--- config.mk ---
export PLATFORM = sky130hd
export DESIGN_NAME = button_lock_autorepeat
export DESIGN_NICKNAME = d
export VERILOG_FILES = /design/src/sv/blar_pkg.sv /design/src/sv/blar_lane.sv /design/src/sv/blar_merge.sv /design/src/sv/button_lock_autorepeat.sv
export SDC_FILE = /design/constraint.sdc
export NUM_CORES = 2
export LEC_CHECK = 0
export ABC_CLOCK_PERIOD_IN_PS = 18100
export BUFFER_PORTS_ARGS = -buffer_cell sky130_fd_sc_hd__buf_2
export CAP_MARGIN = 20
export CORE_AREA = 2 2 261 315
export DETAILED_ROUTE_END_ITERATION = 6
export DIE_AREA = 0 0 263 317
export HOLD_SLACK_MARGIN = 0.12
export PLACE_DENSITY = 0.87
export SLEW_MARGIN = 0
export SYNTH_ARGS = -nofsm -noshare
export SYNTH_HDL_FRONTEND = slang
export SYNTH_HIERARCHICAL = 1
export SYNTH_SLANG_ARGS = --single-unit
--- constraint.sdc ---
create_clock -name aclk -period 18.1 [get_ports aclk]
set_clock_uncertainty 0.05 [all_clocks]
set_input_delay 4.525 -clock aclk [delete_from_list [all_inputs] [get_ports aclk]]
set_output_delay 4.525 -clock aclk [all_outputs]
set_load 0.05 [all_outputs]
--- src/sv/blar_pkg.sv ---
`default_nettype none
package blar_pkg;

    localparam int NUM_BUTTONS = 8;
    localparam int TIMER_BITS  = 16;

    localparam int CMD_W   = 2;
    localparam int BTN_W   = 3;
    localparam int MS_W    = 14;
    localparam int NOW_W   = 16;
    localparam int MASK_W  = 8;
    localparam int TPM_W   = 16;
    localparam int LIMIT_W = TPM_W + MS_W;
    localparam int CMP_W   = (TIMER_BITS > LIMIT_W) ? TIMER_BITS : LIMIT_W;
    localparam int CFG_IDX_W  = 2;
    localparam int CFG_DATA_W = 16;

    localparam logic [CMD_W-1:0] CMD_UPDATE   = 2'd0;
    localparam logic [CMD_W-1:0] CMD_LOCK_ONE = 2'd1;
    localparam logic [CMD_W-1:0] CMD_LOCK_ALL = 2'd2;
    localparam logic [CMD_W-1:0] CMD_LOCK_DYN = 2'd3;

    localparam logic [CFG_IDX_W-1:0] CFG_TICKS_PER_MS = 2'd0;
    localparam logic [CFG_IDX_W-1:0] CFG_DYN_MAX_MS   = 2'd1;
    localparam logic [CFG_IDX_W-1:0] CFG_DYN_MIN_MS   = 2'd2;
    localparam logic [CFG_IDX_W-1:0] CFG_DYN_STEP_MS  = 2'd3;

    localparam logic [TPM_W-1:0] TICKS_PER_MS_RESET = 16'd10;
    localparam logic [MS_W-1:0]  DYN_MAX_RESET      = 14'd500;
    localparam logic [MS_W-1:0]  DYN_MIN_RESET      = 14'd100;
    localparam logic [MS_W-1:0]  DYN_STEP_RESET     = 14'd50;

    typedef struct packed {
        logic [CMD_W-1:0]  cmd;
        logic [BTN_W-1:0]  button;
        logic [MS_W-1:0]   lock_ms;
        logic [NOW_W-1:0]  timer_now;
        logic [MASK_W-1:0] pressed_mask;
    } in_item_t;

    typedef struct packed {
        logic [MASK_W-1:0] locked_mask;
        logic [MASK_W-1:0] timed_out_mask;
    } out_item_t;

    typedef struct packed {
        logic [MS_W-1:0] dyn_max_ms;
        logic [MS_W-1:0] dyn_min_ms;
        logic [MS_W-1:0] dyn_step_ms;
    } dyn_cfg_t;

    typedef struct packed {
        logic update;
        logic lock;
        logic dyn;
        logic pressed;
    } lane_ctrl_t;

    typedef struct packed {
        logic locked;
        logic timed_out;
    } lane_stat_t;

endpackage
`default_nettype wire

--- src/sv/blar_lane.sv ---
`default_nettype none
module blar_lane
    import blar_pkg::*;
(
    input  wire logic                  aclk,
    input  wire logic                  aresetn,
    input  wire lane_ctrl_t            ctrl,
    input  wire logic [TIMER_BITS-1:0] now,
    input  wire logic [LIMIT_W-1:0]    limit,
    input  wire dyn_cfg_t              cfg,
    output      logic [MS_W-1:0]       dyn_next,
    output      lane_stat_t            stat_next
);

    logic                  lock_flag_reg;
    logic                  timeout_flag_reg;
    logic [TIMER_BITS-1:0] lock_start_reg;
    logic [LIMIT_W-1:0]    lock_limit_reg;
    logic [MS_W-1:0]       dynamic_time_reg;
    logic [TIMER_BITS-1:0] elapsed;
    logic                  expired;

    assign elapsed = now - lock_start_reg;
    assign expired = (lock_limit_reg != '0) &&
                     (CMP_W'(elapsed) > CMP_W'(lock_limit_reg));

    always_comb begin
        if (timeout_flag_reg && (dynamic_time_reg > cfg.dyn_min_ms)) begin
            if (dynamic_time_reg > cfg.dyn_step_ms) begin
                dyn_next = dynamic_time_reg - cfg.dyn_step_ms;
            end else begin
                dyn_next = '0;
            end
        end else begin
            dyn_next = cfg.dyn_max_ms;
        end
    end

    always_comb begin
        stat_next.locked    = lock_flag_reg;
        stat_next.timed_out = timeout_flag_reg;
        if (ctrl.lock) begin
            stat_next.locked = 1'b1;
        end else if (ctrl.update && lock_flag_reg) begin
            if (expired) begin
                stat_next.locked    = 1'b0;
                stat_next.timed_out = 1'b1;
            end else if (!ctrl.pressed) begin
                stat_next.locked    = 1'b0;
                stat_next.timed_out = 1'b0;
            end
        end
    end

    always_ff @(posedge aclk) begin
        if (!aresetn) begin
            lock_flag_reg    <= 1'b0;
            timeout_flag_reg <= 1'b0;
            dynamic_time_reg <= DYN_MAX_RESET;
        end else begin
            lock_flag_reg    <= stat_next.locked;
            timeout_flag_reg <= stat_next.timed_out;
            if (ctrl.dyn) begin
                dynamic_time_reg <= dyn_next;
            end
        end
    end

    always_ff @(posedge aclk) begin
        if (ctrl.lock) begin
            lock_start_reg <= now;
            lock_limit_reg <= limit;
        end
    end

endmodule
`default_nettype wire

--- src/sv/blar_merge.sv ---
`default_nettype none
module blar_merge
    import blar_pkg::*;
(
    input  wire logic       aclk,
    input  wire logic       aresetn,
    input  wire logic       push,
    input  wire lane_stat_t stat [NUM_BUTTONS],
    output      logic       space,
    output      logic       m_valid,
    input  wire logic       m_ready,
    output      out_item_t  m_item
);

    out_item_t merged;
    out_item_t head_reg;
    out_item_t skid_reg;
    logic      head_valid_reg;
    logic      skid_valid_reg;
    logic      pop;

    always_comb begin
        merged = '0;
        for (int i = 0; i < MASK_W; i++) begin
            if (i < NUM_BUTTONS) begin
                merged.locked_mask[i]    = stat[i].locked;
                merged.timed_out_mask[i] = stat[i].timed_out;
            end
        end
    end

    assign pop     = head_valid_reg && m_ready;
    assign space   = !skid_valid_reg;
    assign m_valid = head_valid_reg;
    assign m_item  = head_reg;

    always_ff @(posedge aclk) begin
        if (!aresetn) begin
            head_valid_reg <= 1'b0;
            skid_valid_reg <= 1'b0;
        end else begin
            priority if (pop && skid_valid_reg) begin
                skid_valid_reg <= 1'b0;
            end else if (pop) begin
                head_valid_reg <= push;
            end else if (push && head_valid_reg) begin
                skid_valid_reg <= 1'b1;
            end else if (push) begin
                head_valid_reg <= 1'b1;
            end else begin
                head_valid_reg <= head_valid_reg;
                skid_valid_reg <= skid_valid_reg;
            end
        end
    end

    always_ff @(posedge aclk) begin
        priority if (pop && skid_valid_reg) begin
            head_reg <= skid_reg;
        end else if (push && (pop || !head_valid_reg)) begin
            head_reg <= merged;
        end else if (push) begin
            skid_reg <= merged;
        end else begin
            head_reg <= head_reg;
        end
    end

endmodule
`default_nettype wire

--- src/sv/button_lock_autorepeat.sv ---
// Results are registered in the output buffer (head, or skid while head waits).
// One item per cycle while s_ready is high; each lane updates its button's lock
// state and a single shared 16x14 multiplier forms the lock limit.
// A two-entry output buffer keeps input ready while one result waits.
// Reset (aresetn low, synchronous): all buttons unlocked, timeout flags cleared,
// dynamic times at 500 ms, configuration registers at their reset values.
`default_nettype none
module button_lock_autorepeat
    import blar_pkg::*;
(
    input  wire logic                  aclk,
    input  wire logic                  aresetn,
    input  wire logic                  s_valid,
    output      logic                  s_ready,
    input  wire in_item_t              s_item,
    output      logic                  m_valid,
    input  wire logic                  m_ready,
    output      out_item_t             m_item,
    input  wire logic                  cfg_wen,
    input  wire logic [CFG_IDX_W-1:0]  cfg_index,
    input  wire logic [CFG_DATA_W-1:0] cfg_wdata
);

    logic [TPM_W-1:0]      ticks_per_ms_reg;
    dyn_cfg_t              dyn_cfg_reg;
    logic                  go;
    logic                  btn_ok;
    logic [MS_W-1:0]       dyn_next [NUM_BUTTONS];
    logic [MS_W-1:0]       mul_ms;
    logic [LIMIT_W-1:0]    limit;
    logic [TIMER_BITS-1:0] now;
    lane_ctrl_t            ctrl [NUM_BUTTONS];
    lane_stat_t            stat [NUM_BUTTONS];

    always_ff @(posedge aclk) begin
        if (!aresetn) begin
            ticks_per_ms_reg        <= TICKS_PER_MS_RESET;
            dyn_cfg_reg.dyn_max_ms  <= DYN_MAX_RESET;
            dyn_cfg_reg.dyn_min_ms  <= DYN_MIN_RESET;
            dyn_cfg_reg.dyn_step_ms <= DYN_STEP_RESET;
        end else if (cfg_wen) begin
            unique case (cfg_index)
                CFG_TICKS_PER_MS: ticks_per_ms_reg <= cfg_wdata[TPM_W-1:0];
                CFG_DYN_MAX_MS:   dyn_cfg_reg.dyn_max_ms  <= cfg_wdata[MS_W-1:0];
                CFG_DYN_MIN_MS:   dyn_cfg_reg.dyn_min_ms  <= cfg_wdata[MS_W-1:0];
                CFG_DYN_STEP_MS:  dyn_cfg_reg.dyn_step_ms <= cfg_wdata[MS_W-1:0];
                default: ;
            endcase
        end
    end

    assign go     = s_valid && s_ready;
    assign btn_ok = int'(s_item.button) < NUM_BUTTONS;
    assign now    = TIMER_BITS'(s_item.timer_now);

    always_comb begin
        mul_ms = s_item.lock_ms;
        if ((s_item.cmd == CMD_LOCK_DYN) && btn_ok) begin
            mul_ms = dyn_next[s_item.button[$clog2(NUM_BUTTONS > 1 ? NUM_BUTTONS : 2)-1:0]];
        end
    end

    assign limit = LIMIT_W'(ticks_per_ms_reg) * LIMIT_W'(mul_ms);

    generate
        for (genvar i = 0; i < NUM_BUTTONS; i++) begin : g_lane
            logic sel;
            logic pin;
            assign sel = btn_ok && (int'(s_item.button) == i);

            if (i < MASK_W) begin : g_pin
                assign pin = s_item.pressed_mask[i];
            end else begin : g_nopin
                assign pin = 1'b0;
            end

            always_comb begin
                ctrl[i].update  = go && (s_item.cmd == CMD_UPDATE);
                ctrl[i].lock    = go && ((s_item.cmd == CMD_LOCK_ALL) ||
                                         ((s_item.cmd == CMD_LOCK_ONE) && sel) ||
                                         ((s_item.cmd == CMD_LOCK_DYN) && sel));
                ctrl[i].dyn     = go && (s_item.cmd == CMD_LOCK_DYN) && sel;
                ctrl[i].pressed = pin;
            end

            blar_lane u_lane (
                .aclk      (aclk),
                .aresetn   (aresetn),
                .ctrl      (ctrl[i]),
                .now       (now),
                .limit     (limit),
                .cfg       (dyn_cfg_reg),
                .dyn_next  (dyn_next[i]),
                .stat_next (stat[i])
            );
        end
    endgenerate

    blar_merge u_merge (
        .aclk    (aclk),
        .aresetn (aresetn),
        .push    (go),
        .stat    (stat),
        .space   (s_ready),
        .m_valid (m_valid),
        .m_ready (m_ready),
        .m_item  (m_item)
    );

endmodule
`default_nettype wire
==> qor.csv <==
stage,metric,value,unit
floorplanning,total die area,83400,sq um
worst_setup_path,CP endpoint kind,flop,
worst_setup_path,"slowest stage cell, crit path",a2111oi_2,
clock_tree,H-tree depth,2,
final_layout,share of layout cells above drive strength 1,7.52,%
clock_tree,# hold bufs at CTS,0,
synth,top post-synthesis cells by count,"inv_1 (777), ha_1 (566), nand2_1 (435)",
floorplanning,Die Ht,317,um
worst_setup_path,"slowest stage delay, CP",840,ps
synth,Synth Flop Type,edfxtp_1,
placed_design,Final GP Congestion,1.07,
synth,Synth Area per Inst,9.49,sq um
clock_tree,"Reg clk slew, reported paths",70,ps
synth,Mapped Nets,5852,
synth,"top cells by area, synth","edfxtp_1 (25%), ha_1 (15%), dfxtp_1 (7.9%), fa_1 (7.6%), inv_1 (6.1%)",
synth,Post-synth EDFFs,400,
global_route,remaining global-route overflow,0,
synth,Synth Instances,5039,
worst_setup_path,Critical path destination,g_lane[0].u_lane/lock_limit_reg[26],
synth,top-area cell type share of the netlist area,25.1,%
global_route,vias in the first global route,40200,
synth,most frequent cell after synthesis,inv_1,
placed_design,dpl hpwl,107,mm
detailed_routing,vias per cell,6.42,
worst_setup_path,CP startpoint kind,input port,
final_layout,Layout Nets,5925,
timing,Setup TNS Final,0,ps
clock_tree,CTS tree,yes,
synth,post-synth top area cell,edfxtp_1,
detailed_routing,1st-iter DRT viols,4548,
global_route,first-pass GRT wire length,225,mm
timing,RSZ-0062 raised after global routing,no,
worst_setup_path,crit path from,s_item[38],
clock_tree,post-CTS setup buffer count,0,
detailed_routing,wire per inst,23.7,um
worst_setup_path,r2r endpoint,g_lane[0].u_lane/lock_limit_reg[26],
synth,Post-synth ARST share,0,%
timing,final hold vios,0,
worst_setup_path,crit path kind,input port to flop,
worst_setup_path,"CP delay by family, top",adder cells,
clock_tree,CTS sink cnt,588,
final_layout,"Area growth, synth to finish",7.79,%
clock_tree,CTS-repair resized insts,0,
timing,Worst Max-Slew Pin Slew,1160,ps
worst_setup_path,worst endpoint required time,18350,ps
placed_design,Port Buf Inserts,83,
clock_tree,Clock Latency Late Sink,700,ps
worst_setup_path,worst-path maximum fanout,38,
power_and_ir_drop,maximum VDD drop,96.8,uV
worst_setup_path,Critical Path Stages,27,
timing,crit share post-route,65.1,%
run,max-cap viol count,0,
synth,Ys Warns,6,
floorplanning,I/O pins,84,
placed_design,dpl cells,6091,
global_route,largest net degree at the start of global routing,88,
power_and_ir_drop,pwr dens,84.1,nW/um^2
global_route,gr usage total,35.1,%
timing,post-layout minimum cycle time,11790,ps
synth,count of state elements after synthesis,588,
clock_tree,root buffer cell,clkbuf_16,
floorplanning,core area,80200,sq um
floorplanning,starting density of the core,59.7,%
final_layout,Fill cells,6176,
timing,Max Freq,84.8,MHz
synth,synth unique cells,103,
timing,Slew Limit Fails,0,
worst_setup_path,WP data arrival,12040,ps
detailed_routing,Detailed Route WL,147,mm
timing,Final setup viols,0,
worst_setup_path,reg2reg start,dyn_cfg_reg[0],
detailed_routing,DR vias,39900,
worst_setup_path,Reg2Reg Setup Slack,7510,ps
worst_setup_path,FF-to-FF path depth,36,
power_and_ir_drop,leakage,22.7,nW
hold_path,class of the worst hold path,flop to flop,
detailed_routing,DRC violations left,0,
floorplanning,die width,263,um
clock_tree,Bufs on Longest Clock Path,3,
synth,Syn Std Cell Area,47800,sq um
detailed_routing,Post-DRT Antenna Nets,0,
detailed_routing,Initial DRT Pass Iterations,7,
timing,Rel. slew slack,22.7,%
final_layout,Largest register FFs,240,
global_route,initial antenna violation count,7,
run_status,outcome,"complete, no violations",
final_layout,Layout Cells excl Fill,6211,
floorplanning,row cnt,114,
clock_tree,CTS Buf Count,60,
worst_setup_path,"Buf+Inv Stages, Crit Path",9,
synth,sequential area share after synthesis,33.0,%
==> worst reg2reg max path, delay by kind of cell (launching register included) <==
| kind | cells | cell delay (ps) |
|---|---|---|
| flops | 1 | 880 |
| compound gates | 10 | 2910 |
| simple gates | 4 | 510 |
| mux | 3 | 770 |
| buf+inv | 10 | 1030 |
| fa+ha+maj | 9 | 4090 |
==> cell type report <==
cell class | instances | area (sq um) | area share (%)
antenna | 4 | 10.0 | 0.0194
clock buffer | 66 | 1530 | 2.97
clock inverter | 47 | 546 | 1.06
inverter | 777 | 2920 | 5.66
multi-input combinational | 3547 | 28700 | 55.6
sequential | 588 | 15800 | 30.6
tap | 1044 | 1310 | 2.53
timing repair buffer | 138 | 831 | 1.61
==> cells by family (layout without fill, tap and decap cells) <==
family	count (synthesis)	count (layout)	synth area share [%]
fa+ha+maj	747	747	22.4
other cells	0	4	0
mux	62	62	2.15
buf+inv	904	1028	7.37
compound gates	1179	1179	17.1
simple gates	1373	1373	14.6
xor+xnor	186	186	3.41
flops	588	588	33.0
==> power by group <==
| part | leakage [nW] | internal [mW] | total, mW | switching, mW |
|---|---|---|---|---|
| Combinational | 16.4 | 0.459 | 1.29 | 0.830 |
| Sequential | 5.25 | 1.64 | 1.73 | 0.0881 |
| Clock | 0.984 | 0.734 | 1.32 | 0.583 |
==> through the flow <==
stage | hold slack (ps) | worst slack [ps] | utilization (%) | cell area, sq um | total power [mW]
global placement | 403 | 5840 | 61.7 | 49500 | 2.92
global route | 463 | 5850 | 64.3 | 51600 | 4.52
floorplan | 404 | 6930 | - | 47800 | 2.55
finish | 448 | 6310 | 64.3 | 51600 | 4.34
detailed placement | 424 | 5590 | 61.7 | 49500 | 2.98
CTS | 441 | 6320 | 64.3 | 51500 | 4.31
==> routing by layer <==
layer | part of all wire [%] | vias to the layer above | track usage [%]
met2 | 45 | 2240 | 58.2
met1 | 35 | 18900 | 39.5
li1 | - | 17900 | -
met5 | 0.019 | - | 0
met4 | 10 | 4 | 29.2
met3 | 9.9 | 786 | 6.88
==> how the worst min path moves through the flow <==
stage                                               startpoint                                   end  cells after the start
after CTS                 g_lane[2].u_lane/dynamic_time_reg[0]  g_lane[2].u_lane/dynamic_time_reg[0]                      2
final                     g_lane[2].u_lane/dynamic_time_reg[0]  g_lane[2].u_lane/dynamic_time_reg[0]                      2
after global placement                          dyn_cfg_reg[5]                        dyn_cfg_reg[5]                      2
after detailed placement  g_lane[0].u_lane/dynamic_time_reg[0]  g_lane[0].u_lane/dynamic_time_reg[0]                      1
after global routing                            dyn_cfg_reg[5]                        dyn_cfg_reg[5]                      2
after floorplan           g_lane[0].u_lane/dynamic_time_reg[0]  g_lane[0].u_lane/dynamic_time_reg[0]                      1
==> cells in the final DEF, fill, tap and decap left out, drive strengths merged, types with 25 or more instances in the layout <==
master and n:
fa 181, edfxtp 400, a21o 115, inv 780
nand2b 86, xnor2 118, nand2 435, a21boi 75
a22o 37, nor4 66, o21a 57, nand3 86
o31ai 29, buf 138, a22oi 25, a31oi 46
a21oi 295, mux4 28, nor2 210, dfxtp 188
clkinv 28, o21ai 214, nor2b 138, o211ai 30
and3 30, and2 59, ha 566, nor3 62
clkbuf 66, xor2 68, a211oi 33, nand4 94
o22a 35
Power figures use the tool's default switching activity.
